===== src/rtl/core/wdcm_pkg.sv =====
// Shared constants, types and helper functions for the work dispatcher.
`default_nettype none
package wdcm_pkg;

    localparam int MAX_TASKS   = 1024;
    localparam int MAX_WORKERS = 64;

    // Completion map is kept as rows of done bits.
    localparam int WORD_W = 32;
    localparam int ROWS   = MAX_TASKS / WORD_W;
    localparam int ROW_W  = $clog2(ROWS);
    localparam int BIT_W  = $clog2(WORD_W);

    localparam int TASK_W   = 10;
    localparam int WORKER_W = 6;
    localparam int TCNT_W   = 11;
    localparam int WCNT_W   = 7;
    localparam int PTR_W    = TCNT_W;

    localparam logic OP_REQUEST = 1'b0;
    localparam logic OP_DONE    = 1'b1;

    localparam logic KIND_ASSIGN = 1'b0;
    localparam logic KIND_STOP   = 1'b1;

    localparam logic [1:0] CFG_TASK_COUNT   = 2'd0;
    localparam logic [1:0] CFG_WORKER_COUNT = 2'd1;

    // Access to the completion map for one cycle.
    typedef struct packed {
        logic             rd_en;
        logic [ROW_W-1:0] rd_row;
        logic             wr_en;
        logic [ROW_W-1:0] wr_row;
        logic             clear;
    } map_req_t;

    // Index of the highest set bit of a row.
    function automatic logic [BIT_W-1:0] top_bit(input logic [WORD_W-1:0] v);
        logic [BIT_W-1:0] r;
        r = '0;
        for (int i = 0; i < WORD_W; i++)
        begin
            if (v[i])
            begin
                r = BIT_W'(i);
            end
        end
        return r;
    endfunction

endpackage
`default_nettype wire


===== src/rtl/core/work_dispatcher_with_completion_map.sv =====
// Work dispatcher: hands out tasks from a descending pointer, skipping those marked done.
// Done report in range: busy after acceptance while the row is read, then set and written back.
// Request: the scan reads one 32-task row of the map per cycle and registers an assign result for
// the first free task found; S_STOP then adds a stop result if that was task 0 or none was free.
// Request with the pointer exhausted: stop result the next cycle, no busy time.
// Reset and a task or worker count write clear the map at once via row valid bits (no clear pass).
`default_nettype none
module work_dispatcher_with_completion_map (
    input  wire logic                              clk,
    input  wire logic                              rst_n,
    input  wire logic                              start,
    output logic                                   busy,
    input  wire logic                              operation,
    input  wire logic [wdcm_pkg::WORKER_W-1:0]     worker_id,
    input  wire logic [wdcm_pkg::TASK_W-1:0]       task_index,
    output logic                                   result_strobe,
    output logic                                   kind,
    output logic      [wdcm_pkg::WORKER_W-1:0]     destination,
    output logic      [wdcm_pkg::TASK_W-1:0]       assigned_task,
    output logic                                   finished,
    output logic                                   last,
    input  wire logic                              cfg_valid,
    output logic                                   cfg_ready,
    input  wire logic [1:0]                        cfg_index,
    input  wire logic [wdcm_pkg::TCNT_W-1:0]       cfg_data
);

    localparam logic [1:0] S_IDLE = 2'd0;
    localparam logic [1:0] S_SET  = 2'd1;
    localparam logic [1:0] S_SCAN = 2'd2;
    localparam logic [1:0] S_STOP = 2'd3;

    localparam logic [wdcm_pkg::TCNT_W-1:0] TCNT_MAX = wdcm_pkg::TCNT_W'(wdcm_pkg::MAX_TASKS);
    localparam logic [wdcm_pkg::WCNT_W-1:0] WCNT_MAX =
        wdcm_pkg::WCNT_W'(wdcm_pkg::MAX_WORKERS);

    logic [1:0]                        state_reg, state_next;
    logic [wdcm_pkg::TCNT_W-1:0]       task_count_reg, task_count_next;
    logic [wdcm_pkg::WCNT_W-1:0]       worker_count_reg, worker_count_next;
    logic [wdcm_pkg::PTR_W-1:0]        ptr_reg, ptr_next;
    logic [wdcm_pkg::WCNT_W-1:0]       active_reg, active_next;
    logic                              released_reg, released_next;
    logic [wdcm_pkg::WORKER_W-1:0]     worker_reg, worker_next;
    logic [wdcm_pkg::TASK_W-1:0]       task_reg, task_next;

    logic                              strobe_reg, strobe_next;
    logic                              kind_reg, kind_next;
    logic [wdcm_pkg::WORKER_W-1:0]     dest_reg, dest_next;
    logic [wdcm_pkg::TASK_W-1:0]       assigned_reg, assigned_next;
    logic                              fin_reg, fin_next;
    logic                              last_reg, last_next;

    wdcm_pkg::map_req_t                map_req;
    logic [wdcm_pkg::WORD_W-1:0]       map_wr_data;
    logic [wdcm_pkg::WORD_W-1:0]       rd_word;

    logic                              accept;
    logic                              cfg_write;
    logic [wdcm_pkg::TCNT_W-1:0]       tc_sat;
    logic [wdcm_pkg::WCNT_W-1:0]       wc_sat;

    logic [wdcm_pkg::ROW_W-1:0]        ptr_row;
    logic [wdcm_pkg::BIT_W-1:0]        ptr_bit;
    logic [wdcm_pkg::WORD_W-1:0]       free_bits;
    logic [wdcm_pkg::BIT_W-1:0]        hit_bit;
    logic [wdcm_pkg::TASK_W-1:0]       hit_task;
    logic [wdcm_pkg::WCNT_W-1:0]       active_dec;

    wdcm_map u_map (
        .clk    (clk),
        .rst_n  (rst_n),
        .req    (map_req),
        .wr_data(map_wr_data),
        .rd_word(rd_word)
    );

    assign busy      = (state_reg != S_IDLE);
    // Hold off a register write while a transaction is being offered.
    assign cfg_ready = (state_reg == S_IDLE) && !start;
    assign accept    = start && !busy;
    assign cfg_write = cfg_valid && cfg_ready;

    assign ptr_row = ptr_reg[wdcm_pkg::TASK_W-1:wdcm_pkg::BIT_W];
    assign ptr_bit = ptr_reg[wdcm_pkg::BIT_W-1:0];

    // Unfinished tasks in the current row at or below the pointer.
    assign free_bits = ~rd_word
        & ({wdcm_pkg::WORD_W{1'b1}} >> (wdcm_pkg::BIT_W'(wdcm_pkg::WORD_W - 1) - ptr_bit));
    assign hit_bit   = wdcm_pkg::top_bit(free_bits);
    assign hit_task  = {ptr_row, hit_bit};

    assign active_dec = (active_reg != '0) ? active_reg - 1'b1 : active_reg;

    always_comb
    begin
        tc_sat = cfg_data;
        if (tc_sat == '0)
        begin
            tc_sat = wdcm_pkg::TCNT_W'(1);
        end
        else if (tc_sat > TCNT_MAX)
        begin
            tc_sat = TCNT_MAX;
        end
        wc_sat = cfg_data[wdcm_pkg::WCNT_W-1:0];
        if (wc_sat == '0)
        begin
            wc_sat = wdcm_pkg::WCNT_W'(1);
        end
        else if (wc_sat > WCNT_MAX)
        begin
            wc_sat = WCNT_MAX;
        end
    end

    always_comb
    begin
        state_next        = state_reg;
        task_count_next   = task_count_reg;
        worker_count_next = worker_count_reg;
        ptr_next          = ptr_reg;
        active_next       = active_reg;
        released_next     = released_reg;
        worker_next       = worker_reg;
        task_next         = task_reg;

        strobe_next   = 1'b0;
        kind_next     = kind_reg;
        dest_next     = dest_reg;
        assigned_next = assigned_reg;
        fin_next      = fin_reg;
        last_next     = last_reg;

        map_req     = '0;
        map_wr_data = rd_word | (wdcm_pkg::WORD_W'(1) << task_reg[wdcm_pkg::BIT_W-1:0]);

        case (state_reg)
            S_IDLE:
            begin
                if (cfg_write && (cfg_index == wdcm_pkg::CFG_TASK_COUNT
                                  || cfg_index == wdcm_pkg::CFG_WORKER_COUNT))
                begin
                    // New run: clear the map and reload the counters.
                    if (cfg_index == wdcm_pkg::CFG_TASK_COUNT)
                    begin
                        task_count_next = tc_sat;
                        ptr_next        = tc_sat - 1'b1;
                        active_next     = worker_count_reg;
                    end
                    else
                    begin
                        worker_count_next = wc_sat;
                        ptr_next          = task_count_reg - 1'b1;
                        active_next       = wc_sat;
                    end
                    released_next = 1'b0;
                    map_req.clear = 1'b1;
                end
                else if (accept && !released_reg)
                begin
                    worker_next = worker_id;
                    task_next   = task_index;
                    if (operation == wdcm_pkg::OP_DONE)
                    begin
                        if ({1'b0, task_index} < task_count_reg)
                        begin
                            map_req.rd_en  = 1'b1;
                            map_req.rd_row = task_index[wdcm_pkg::TASK_W-1:wdcm_pkg::BIT_W];
                            state_next     = S_SET;
                        end
                    end
                    else if (ptr_reg[wdcm_pkg::PTR_W-1])
                    begin
                        // Pointer exhausted: stop only.
                        strobe_next   = 1'b1;
                        kind_next     = wdcm_pkg::KIND_STOP;
                        dest_next     = worker_id;
                        assigned_next = '0;
                        fin_next      = (active_dec == '0);
                        last_next     = 1'b1;
                        active_next   = active_dec;
                        released_next = (active_dec == '0);
                    end
                    else
                    begin
                        map_req.rd_en  = 1'b1;
                        map_req.rd_row = ptr_row;
                        state_next     = S_SCAN;
                    end
                end
            end

            S_SET:
            begin
                map_req.wr_en  = 1'b1;
                map_req.wr_row = task_reg[wdcm_pkg::TASK_W-1:wdcm_pkg::BIT_W];
                state_next     = S_IDLE;
            end

            S_SCAN:
            begin
                if (free_bits != '0)
                begin
                    strobe_next   = 1'b1;
                    kind_next     = wdcm_pkg::KIND_ASSIGN;
                    dest_next     = worker_reg;
                    assigned_next = hit_task;
                    fin_next      = 1'b0;
                    ptr_next      = {1'b0, hit_task} - 1'b1;
                    if (hit_task == '0)
                    begin
                        last_next  = 1'b0;
                        state_next = S_STOP;
                    end
                    else
                    begin
                        last_next  = 1'b1;
                        state_next = S_IDLE;
                    end
                end
                else
                begin
                    // Row fully done: step to the top of the row below.
                    ptr_next = {1'b0, ptr_row, {wdcm_pkg::BIT_W{1'b0}}} - 1'b1;
                    if (ptr_row == '0)
                    begin
                        state_next = S_STOP;
                    end
                    else
                    begin
                        map_req.rd_en  = 1'b1;
                        map_req.rd_row = ptr_row - 1'b1;
                    end
                end
            end

            S_STOP:
            begin
                strobe_next   = 1'b1;
                kind_next     = wdcm_pkg::KIND_STOP;
                dest_next     = worker_reg;
                assigned_next = '0;
                fin_next      = (active_dec == '0);
                last_next     = 1'b1;
                active_next   = active_dec;
                released_next = (active_dec == '0);
                state_next    = S_IDLE;
            end

            default:
            begin
                state_next = S_IDLE;
            end
        endcase
    end

    always_ff @(posedge clk or negedge rst_n)
    begin
        if (!rst_n)
        begin
            state_reg        <= S_IDLE;
            task_count_reg   <= TCNT_MAX;
            worker_count_reg <= wdcm_pkg::WCNT_W'(1);
            ptr_reg          <= TCNT_MAX - 1'b1;
            active_reg       <= wdcm_pkg::WCNT_W'(1);
            released_reg     <= 1'b0;
            strobe_reg       <= 1'b0;
        end
        else
        begin
            state_reg        <= state_next;
            task_count_reg   <= task_count_next;
            worker_count_reg <= worker_count_next;
            ptr_reg          <= ptr_next;
            active_reg       <= active_next;
            released_reg     <= released_next;
            strobe_reg       <= strobe_next;
        end
    end

    always_ff @(posedge clk)
    begin
        worker_reg   <= worker_next;
        task_reg     <= task_next;
        kind_reg     <= kind_next;
        dest_reg     <= dest_next;
        assigned_reg <= assigned_next;
        fin_reg      <= fin_next;
        last_reg     <= last_next;
    end

    assign result_strobe = strobe_reg;
    assign kind          = kind_reg;
    assign destination   = dest_reg;
    assign assigned_task = assigned_reg;
    assign finished      = fin_reg;
    assign last          = last_reg;

endmodule
`default_nettype wire


===== src/rtl/core/wdcm_ram.sv =====
// Generic single-port-write, registered-read RAM.
`default_nettype none
module wdcm_ram #(
    parameter int WIDTH = 32,
    parameter int DEPTH = 32
) (
    input  wire logic                     clk,
    input  wire logic                     rd_en,
    input  wire logic [$clog2(DEPTH)-1:0] rd_addr,
    output logic      [WIDTH-1:0]         rd_data,
    input  wire logic                     wr_en,
    input  wire logic [$clog2(DEPTH)-1:0] wr_addr,
    input  wire logic [WIDTH-1:0]         wr_data
);

    logic [WIDTH-1:0] mem [DEPTH];
    logic [WIDTH-1:0] rd_data_reg;

    always_ff @(posedge clk)
    begin
        if (wr_en)
        begin
            mem[wr_addr] <= wr_data;
        end
        if (rd_en)
        begin
            rd_data_reg <= mem[rd_addr];
        end
    end

    assign rd_data = rd_data_reg;

endmodule
`default_nettype wire


===== src/rtl/core/wdcm_map.sv =====
// Completion map: RAM of done rows with a per-row valid bit for instant clear.
`default_nettype none
module wdcm_map (
    input  wire logic                            clk,
    input  wire logic                            rst_n,
    input  wire wdcm_pkg::map_req_t              req,
    input  wire logic [wdcm_pkg::WORD_W-1:0]     wr_data,
    output logic      [wdcm_pkg::WORD_W-1:0]     rd_word
);

    logic [wdcm_pkg::ROWS-1:0]   row_valid_reg;
    logic                        rd_valid_reg;
    logic [wdcm_pkg::WORD_W-1:0] ram_rd_data;

    wdcm_ram #(
        .WIDTH(wdcm_pkg::WORD_W),
        .DEPTH(wdcm_pkg::ROWS)
    ) u_ram (
        .clk    (clk),
        .rd_en  (req.rd_en),
        .rd_addr(req.rd_row),
        .rd_data(ram_rd_data),
        .wr_en  (req.wr_en),
        .wr_addr(req.wr_row),
        .wr_data(wr_data)
    );

    // A row never written since the last clear reads as all zero.
    always_ff @(posedge clk or negedge rst_n)
    begin
        if (!rst_n)
        begin
            row_valid_reg <= '0;
            rd_valid_reg  <= 1'b0;
        end
        else
        begin
            if (req.clear)
            begin
                row_valid_reg <= '0;
            end
            else if (req.wr_en)
            begin
                row_valid_reg[req.wr_row] <= 1'b1;
            end
            if (req.rd_en)
            begin
                rd_valid_reg <= row_valid_reg[req.rd_row];
            end
        end
    end

    assign rd_word = rd_valid_reg ? ram_rd_data : '0;

endmodule
`default_nettype wire

===== config.mk =====
export PLATFORM = sky130hd
export DESIGN_NAME = work_dispatcher_with_completion_map
export DESIGN_NICKNAME = d
export VERILOG_FILES = /design/src/rtl/core/wdcm_pkg.sv /design/src/rtl/core/work_dispatcher_with_completion_map.sv /design/src/rtl/core/wdcm_ram.sv /design/src/rtl/core/wdcm_map.sv
export SDC_FILE = /design/constraint.sdc
export NUM_CORES = 1
export LEC_CHECK = 0
export BUFFER_PORTS_ARGS = -buffer_cell sky130_fd_sc_hd__buf_2
export CAP_MARGIN = 25
export CORE_AREA = 3 3 210 367
export DETAILED_ROUTE_END_ITERATION = 8
export DIE_AREA = 0 0 213 370
export HOLD_SLACK_MARGIN = 0.05
export PLACE_DENSITY = 0.81
export SETUP_SLACK_MARGIN = 0.02
export SYNTH_ARGS = -nofsm -noshare
export SYNTH_HDL_FRONTEND = slang
export SYNTH_SLANG_ARGS = --single-unit

===== constraint.sdc =====
create_clock -name clk -period 11.7 [get_ports clk]
set_input_delay 1.17 -clock clk [delete_from_list [all_inputs] [get_ports clk]]
set_output_delay 1.17 -clock clk [all_outputs]
set_load 0.01 [all_outputs]

======== Word level (Yosys, flattened, before mapping) ========
Memory sizes are Yosys's and may differ from the RTL's. A register that Yosys moved wholly into a read port is not among the register bits.
Index checks and enable logic that the tools add are counted.
Widths: inputs -> output; s select.
operators by class
  $add $sub $neg .......................... 7
  multiply operators ...................... 0
  divide/modulo/power cells ............... 0
  $lt $le $gt $ge ......................... 6
  equal/unequal tests ..................... 16
  shift operators ......................... 2
  mux-type cells .......................... 109
  bitwise logic cells ..................... 5
  reduce and logical (&&, ||, !) cells .... 32
operators with widths
  cell                   number
  $mux 5                 28
  $mux 32                3
  $mux 6                 13
  $or 32x32->32          2
  $mux 7                 8
  $mux 11                5
  $mux 10                5
  $and 32x32->32         1
  $not 32->32            1
  $reduce_bool 32->1     1
  $shl 1x5->32 const A   1
  $shr 32x5->32 const A  1
  $pmux 10 s3            1
  $mux 1                 24
  $pmux 11 s2            1
  $sub 10x1->11 const B  2
  $sub 11x1->11 const B  2
  $mux 2                 10
  $pmux 6 s3             1
  $logic_not 7->1        2
  $pmux 7 s2             1
  $lt 5x6->1 const B     2
  $pmux 1 s3             4
  $pmux 6 s2             1
  other kinds (35)       57
word-level totals
  register bits ........................... 108
  bits in latches ......................... 0
  bits in writable memories ............... 1024
  ROM bits ................................ 0
  input port bits ......................... 34
  output and inout bits ................... 22
  word-level logic and storage cells ...... 194
  memories ................................ 1
memories
  memory           words  bits a word  read ports  clocked after Yosys merged registers in  wr ports  RTL line        text
  u_map.u_ram.mem  32     32           1           1                                        1         wdcm_ram.sv:16  logic [WIDTH-1:0] mem [DEPTH];

======== Depth between registers and ports, before layout ========
  word-level depth ........................ 38
  depth in mapped cells ................... 17
  depth with buffers taken out ............ 12

======== Hierarchy ========
From an unflattened synthesis, not the netlist that was laid out.
unflattened totals
  cells, all modules ...................... 3115
  area total of the unflattened synthesis .. 48293.8 µm²
by module, submodules not included
  module                               instances  cells each  area an instance (µm²)
  wdcm_ram                             1          2260        40812.9
  work_dispatcher_with_completion_map  1          662         5719.2
  wdcm_map                             1          193         1761.7

======== Least setup slack after synthesis ========
Ideal clock, no wire load.
  path type ............................... input -> register
  from .................................... in task_index[8] in the netlist's numbering
  to ...................................... reg u_map.u_ram.rd_data_reg[0], in the netlist u_map.u_ram.rd_data[0] (read register of u_map.u_ram.mem), data pin
  data arrival time ....................... 3.824 ns
  data required time ...................... 11.432 ns
  slack ................................... 7.608 ns
  stages on the path ...................... 12
  cells stage by stage .................... ha_1 > o21ai_0 > a211o_1 > or2_2 > a21oi_1 > o21a_1 > buf_2 > clkbuf_1 > clkbuf_1 > nand3_1 > a32oi_1 > nand4_1
between the ends
  longest elaborated chain between the ends .. 6
RTL lines
  what                RTL line                                    text
  start: declaration  work_dispatcher_with_completion_map.sv:15   input wire logic [wdcm_pkg::TASK_W-1:0] task_index,
  $lt 10x11->1        work_dispatcher_with_completion_map.sv:165  if ({1'b0, task_index} < task_count_reg)
  $mux 6 (*)          work_dispatcher_with_completion_map.sv:165
  $mux 6 (*)          work_dispatcher_with_completion_map.sv:163  if (operation == wdcm_pkg::OP_DONE)
  $mux 6 (*)          work_dispatcher_with_completion_map.sv:159  else if (accept && !released_reg)
  $mux 6 (*)          work_dispatcher_with_completion_map.sv:140  if (cfg_write && (cfg_index == wdcm_pkg::CFG_TASK_COUNT
  $pmux 6 s2 (*)      work_dispatcher_with_completion_map.sv:137  case (state_reg)
  end: declaration    wdcm_ram.sv:17                              logic [WIDTH-1:0] rd_data_reg;
Every way passes the cells marked *; elsewhere a longest branch is shown, timed or not.
A chain may end at the register's enable or synchronous reset.

======== Worst setup path in the final report ========
  from .................................... reg ptr_reg[4] in the netlist's numbering
  to ...................................... reg u_map.u_ram.rd_data_reg[1], in the netlist u_map.u_ram.rd_data[1] (read register of u_map.u_ram.mem), data pin
between the ends
  longest elaborated chain between the ends .. 6
RTL lines
  what                      RTL line                                    text
  start: declaration        work_dispatcher_with_completion_map.sv:40   logic [wdcm_pkg::PTR_W-1:0] ptr_reg, ptr_next;
  start signal: assignment  work_dispatcher_with_completion_map.sv:264  ptr_reg <= TCNT_MAX - 1'b1;
  start signal: assignment  work_dispatcher_with_completion_map.sv:274  ptr_reg <= ptr_next;
  $sub 5x5->5               work_dispatcher_with_completion_map.sv:88   & ({wdcm_pkg::WORD_W{1'b1}} >> (wdcm_pkg::BIT_W'(wdcm_pkg::WORD_W - 1) - ptr_bit));
  $shr 32x5->32             work_dispatcher_with_completion_map.sv:88
  $and 32x32->32            work_dispatcher_with_completion_map.sv:88
  $reduce_bool 32->1        work_dispatcher_with_completion_map.sv:202  if (free_bits != '0)
  $mux 6                    work_dispatcher_with_completion_map.sv:202
  $pmux 6 s2                work_dispatcher_with_completion_map.sv:137
Every way passes these cells.

==> summary.log <==
qor: logic_synthesis.synth-adder-area-share 0.467%
qor: logic_synthesis.synthesis.area_per_instance 13.8 µm²
qor: logic_synthesis.syn-num-nets 3,558
qor: cells_and_area.fraction_of_final_layout_cells_sized_beyond_drive_strength_1 11.9%
qor: route.drt-total-wl 138 mm
qor: global_routing.grt_pass1_vias 31,811
qor: clocking.clkTransAtPathRegs 0.07 ns
qor: global_routing.globalRouteOverflowTotal 0
qor: run.max_cap_violations 0
qor: clocking.htree_num_levels 3
qor: clocking.ctsResizeCount 0
qor: logic_synthesis.synth.area.mux_share 5.60%
qor: clocking.cts.path.max_buffers 3
qor: timing.fin_setup_tns 0 ns
qor: floorplanning.floorplan.io_pins 56
qor: global_routing.antenna_found_initial 1
qor: timing.layout_worst_path_cycle_share 51.0%
qor: logic_synthesis.synth_area 48,300 µm²
qor: place.dpl-instance-area 50,000 µm²
qor: worst_setup_path.critical_path.max_fanout 146
qor: clocking.cts_num_sinks 1,164
qor: timing.setup_viol 0
qor: clocking.cts_tree built
qor: cells_and_area.flip_flop_count_of_the_largest_register_after_layout 1,024
qor: floorplanning.dieWidth 213 µm
qor: route.routed-via-count 31,876
qor: timing.slew_headroom 25.8%
qor: worst_setup_path.critical_path_arrival 6.37 ns
qor: route.residual_drc 0
qor: place.detailed_placement_hpwl 81.0 mm
qor: logic_synthesis.yosys.cell_count.top_type sky130_fd_sc_hd__edfxtp_1
qor: pwr.static_power_due_to_leakage 18.6 nW
qor: logic_synthesis.postSynthRegisterBits 1,164
qor: worst_setup_path.criticalPathCategory reg -> reg
qor: logic_synthesis.postSynthCellCount 3,506
qor: route.post_drt_via_cell_ratio 6.98
qor: place.io_buffers 55
qor: global_routing.groute.usage.overall 35.1%
qor: logic_synthesis.synth.distinct_cells 82
qor: pwr.pwr_density_cell 224 nW/µm²
qor: logic_synthesis.asyncSetResetFlopFracSynth 6.27%
qor: cells_and_area.finalNetCount 3,605
qor: pwr.ir_worst_vdd 0.000138 V
qor: floorplanning.core-area 74,200 µm²
qor: timing.report.final.hold_viol_count 0
qor: clocking.postcts_setup_bufs 0
qor: logic_synthesis.synthTopCellsByArea sky130_fd_sc_hd__edfxtp_1 (68%), sky130_fd_sc_hd__mux2i_1 (5.4%), sky130_fd_sc_hd__nand2_1 (5.3%)
qor: global_routing.global_route_wire_length_before_repair 201 mm
qor: logic_synthesis.synth-edff-count 1,091
qor: clocking.cts-hold-fix-buffers 0
qor: route.firstDrtPassIters 6
qor: logic_synthesis.synth_simple_gate_area_share 11.4%
qor: place.gp_congestion 0.950
qor: worst_setup_path.timing.critical_path.from_type flip-flop
qor: timing.maxSlewViolCount 0
qor: worst_setup_path.crit_required 12.11 ns
qor: logic_synthesis.synth_compound_area_share 8.20%
qor: route.ant_nets 0
qor: worst_setup_path.end_kind flip-flop
qor: timing.maxClockFrequency 0.168 GHz
qor: cells_and_area.fin_area 53,300 µm²
qor: floorplanning.floorplan.initialDensity 65.1%
qor: logic_synthesis.ys_top_cells_by_count sky130_fd_sc_hd__edfxtp_1 (1,091), sky130_fd_sc_hd__nand2_1 (680), sky130_fd_sc_hd__mux2i_1 (259)
qor: timing.least_margin_pin_slew 1.10 ns
qor: global_routing.largest_net_degree_at_the_start_of_global_routing 153
qor: cells_and_area.flow.area_growth_from_synthesis 10.4%
qor: clocking.numCtsBuffers 98
qor: route.drt_iter0_markers 4,696
qor: logic_synthesis.yosys.area_share.xor_xnor 0.218%
qor: min_path.min_path_type reg -> reg
qor: timing.grt_setup_unrepaired no
qor: timing.layout_min_cycle_time 5.96 ns
qor: logic_synthesis.largest_family_of_logic_cells_by_synthesized_area simple AND/OR/NAND/NOR gates
qor: outcome.status finished, final reports clean
qor: logic_synthesis.synth.largest_area_cell sky130_fd_sc_hd__edfxtp_1
qor: timing.finalClockSkew 0.0484 ns
qor: logic_synthesis.synthesis_warnings 0
qor: clocking.clockRootBuffer sky130_fd_sc_hd__clkbuf_16
qor: logic_synthesis.synth-seq-area-share 71.7%
qor: floorplanning.placementRows 132
qor: floorplanning.design.die.area 78,800 µm²
qor: floorplanning.die_height 370 µm
qor: clocking.worst_skew_pair.late_latency 0.72 ns
qor: logic_synthesis.synth_ff_type sky130_fd_sc_hd__edfxtp_1
qor: logic_synthesis.synth_top_cell_area_share 67.9%
qor: route.drt-wirelength-per-cell 30.3 µm
power by group:
part | switching, mW | internal (mW)
combinational | 2.20 | 0.902
sequential | 0.282 | 5.33
clock | 1.48 | 1.73
final cells by class:
cell class                 count  area, µm²
multi-input combinational   2091      13000
clock inverter                61        558
antenna                        1       2.50
sequential                  1164      34600
fill                        4501      20900
inverter                      37        139
tap                          938       1170
timing repair buffer         161       1240
clock buffer                 117       2570
worst paths after layout:
path	startpoint	to	slack, ns	cells after the start
setup / recovery	ptr_reg[4]	u_map.u_ram.rd_data[1]	5.74	11
hold / removal	worker_count_reg[6]	worker_count_reg[6]	0.49	2
setup reg to reg	ptr_reg[4]	u_map.u_ram.rd_data[1]	5.74	11
hold reg to reg	worker_count_reg[6]	worker_count_reg[6]	0.49	2
max in group asynchronous	rst_n	u_map.row_valid_reg[8]	10.09	2
min in group asynchronous	rst_n	task_count_reg[5]	0.50	1
cell usage in the layout (no fill, tap or decap), types with 15 or more instances in the layout:
| cell | synthesis | layout |
|---|---|---|
| sky130_fd_sc_hd__a2111oi_0 | 17 | 15 |
| sky130_fd_sc_hd__a211oi_1 | 36 | 35 |
| sky130_fd_sc_hd__a21boi_0 | 28 | 28 |
| sky130_fd_sc_hd__a21oi_1 | 40 | 40 |
| sky130_fd_sc_hd__a311oi_1 | 32 | 32 |
| sky130_fd_sc_hd__a31oi_1 | 40 | 40 |
| sky130_fd_sc_hd__a32oi_1 | 87 | 87 |
| sky130_fd_sc_hd__buf_2 | 90 | 56 |
| sky130_fd_sc_hd__buf_4 | 10 | 87 |
| sky130_fd_sc_hd__clkbuf_1 | 92 | 17 |
| sky130_fd_sc_hd__clkbuf_16 | 0 | 100 |
| sky130_fd_sc_hd__clkinv_1 | 0 | 21 |
| sky130_fd_sc_hd__clkinv_2 | 0 | 17 |
| sky130_fd_sc_hd__dfrtp_1 | 60 | 60 |
| sky130_fd_sc_hd__edfxtp_1 | 1091 | 1091 |
| sky130_fd_sc_hd__ha_1 | 18 | 18 |
| sky130_fd_sc_hd__inv_1 | 37 | 37 |
| sky130_fd_sc_hd__mux2i_1 | 259 | 259 |
| sky130_fd_sc_hd__nand2_1 | 680 | 679 |
| sky130_fd_sc_hd__nand2b_1 | 18 | 18 |
| sky130_fd_sc_hd__nand3_1 | 212 | 212 |
| sky130_fd_sc_hd__nand4_1 | 73 | 73 |
| sky130_fd_sc_hd__nor2_1 | 161 | 116 |
| sky130_fd_sc_hd__nor2_4 | 0 | 40 |
| sky130_fd_sc_hd__nor3_1 | 20 | 18 |
| sky130_fd_sc_hd__o2111ai_1 | 25 | 25 |
| sky130_fd_sc_hd__o21ai_0 | 99 | 67 |
| sky130_fd_sc_hd__o21ai_2 | 0 | 25 |
| sky130_fd_sc_hd__o22ai_1 | 36 | 36 |
cells by family (layout without fill, tap and decap cells):
logic type,after synthesis,count (layout)
AND/OR/NAND/NOR,1250,1250
flip-flops,1164,1164
AO/OA/AOI/OAI,542,542
multiplexers,269,269
buffers and inverters,251,376
adder cells (fa/ha/maj),18,18
XOR/XNOR,12,12
other,0,1
metrics by stage:
stage,hold WS (ns),power [mW],cells,worst slack (ns),utilization (%)
floorplan,0.450,7.52,3506,7.61,-
global placement,0.466,8.51,4374,5.49,67.3
detailed placement,0.471,8.66,4384,5.44,67.5
CTS,0.485,11.8,4562,5.85,71.7
global route,0.519,12.3,4569,5.45,71.8
finish,0.485,11.9,4570,5.74,71.8
worst max-delay path, cell delays in order, from the launching register on:
cell and delay (ns):
sky130_fd_sc_hd__dfstp_2 0.90, sky130_fd_sc_hd__nor2_1 0.15, sky130_fd_sc_hd__a221oi_1 0.61, sky130_fd_sc_hd__a211oi_1 0.20, sky130_fd_sc_hd__and2_1 0.28, sky130_fd_sc_hd__nand3_2 0.36, sky130_fd_sc_hd__o21a_4 0.79, sky130_fd_sc_hd__buf_12 0.64
sky130_fd_sc_hd__buf_4 0.71, sky130_fd_sc_hd__mux2i_1 0.16, sky130_fd_sc_hd__o2111ai_1 0.38, sky130_fd_sc_hd__nand4_1 0.14
metal layers:
metal  global-route usage, %  up-vias  part of all wire (%)
met5                       0        -                     0
met2                    58.1     2274                    49
met3                    7.39      618                    10
li1                        -    13451                     -
met4                    25.6        0                   8.7
met1                    40.2    15533                    32
Power figures use the tool's default switching activity.
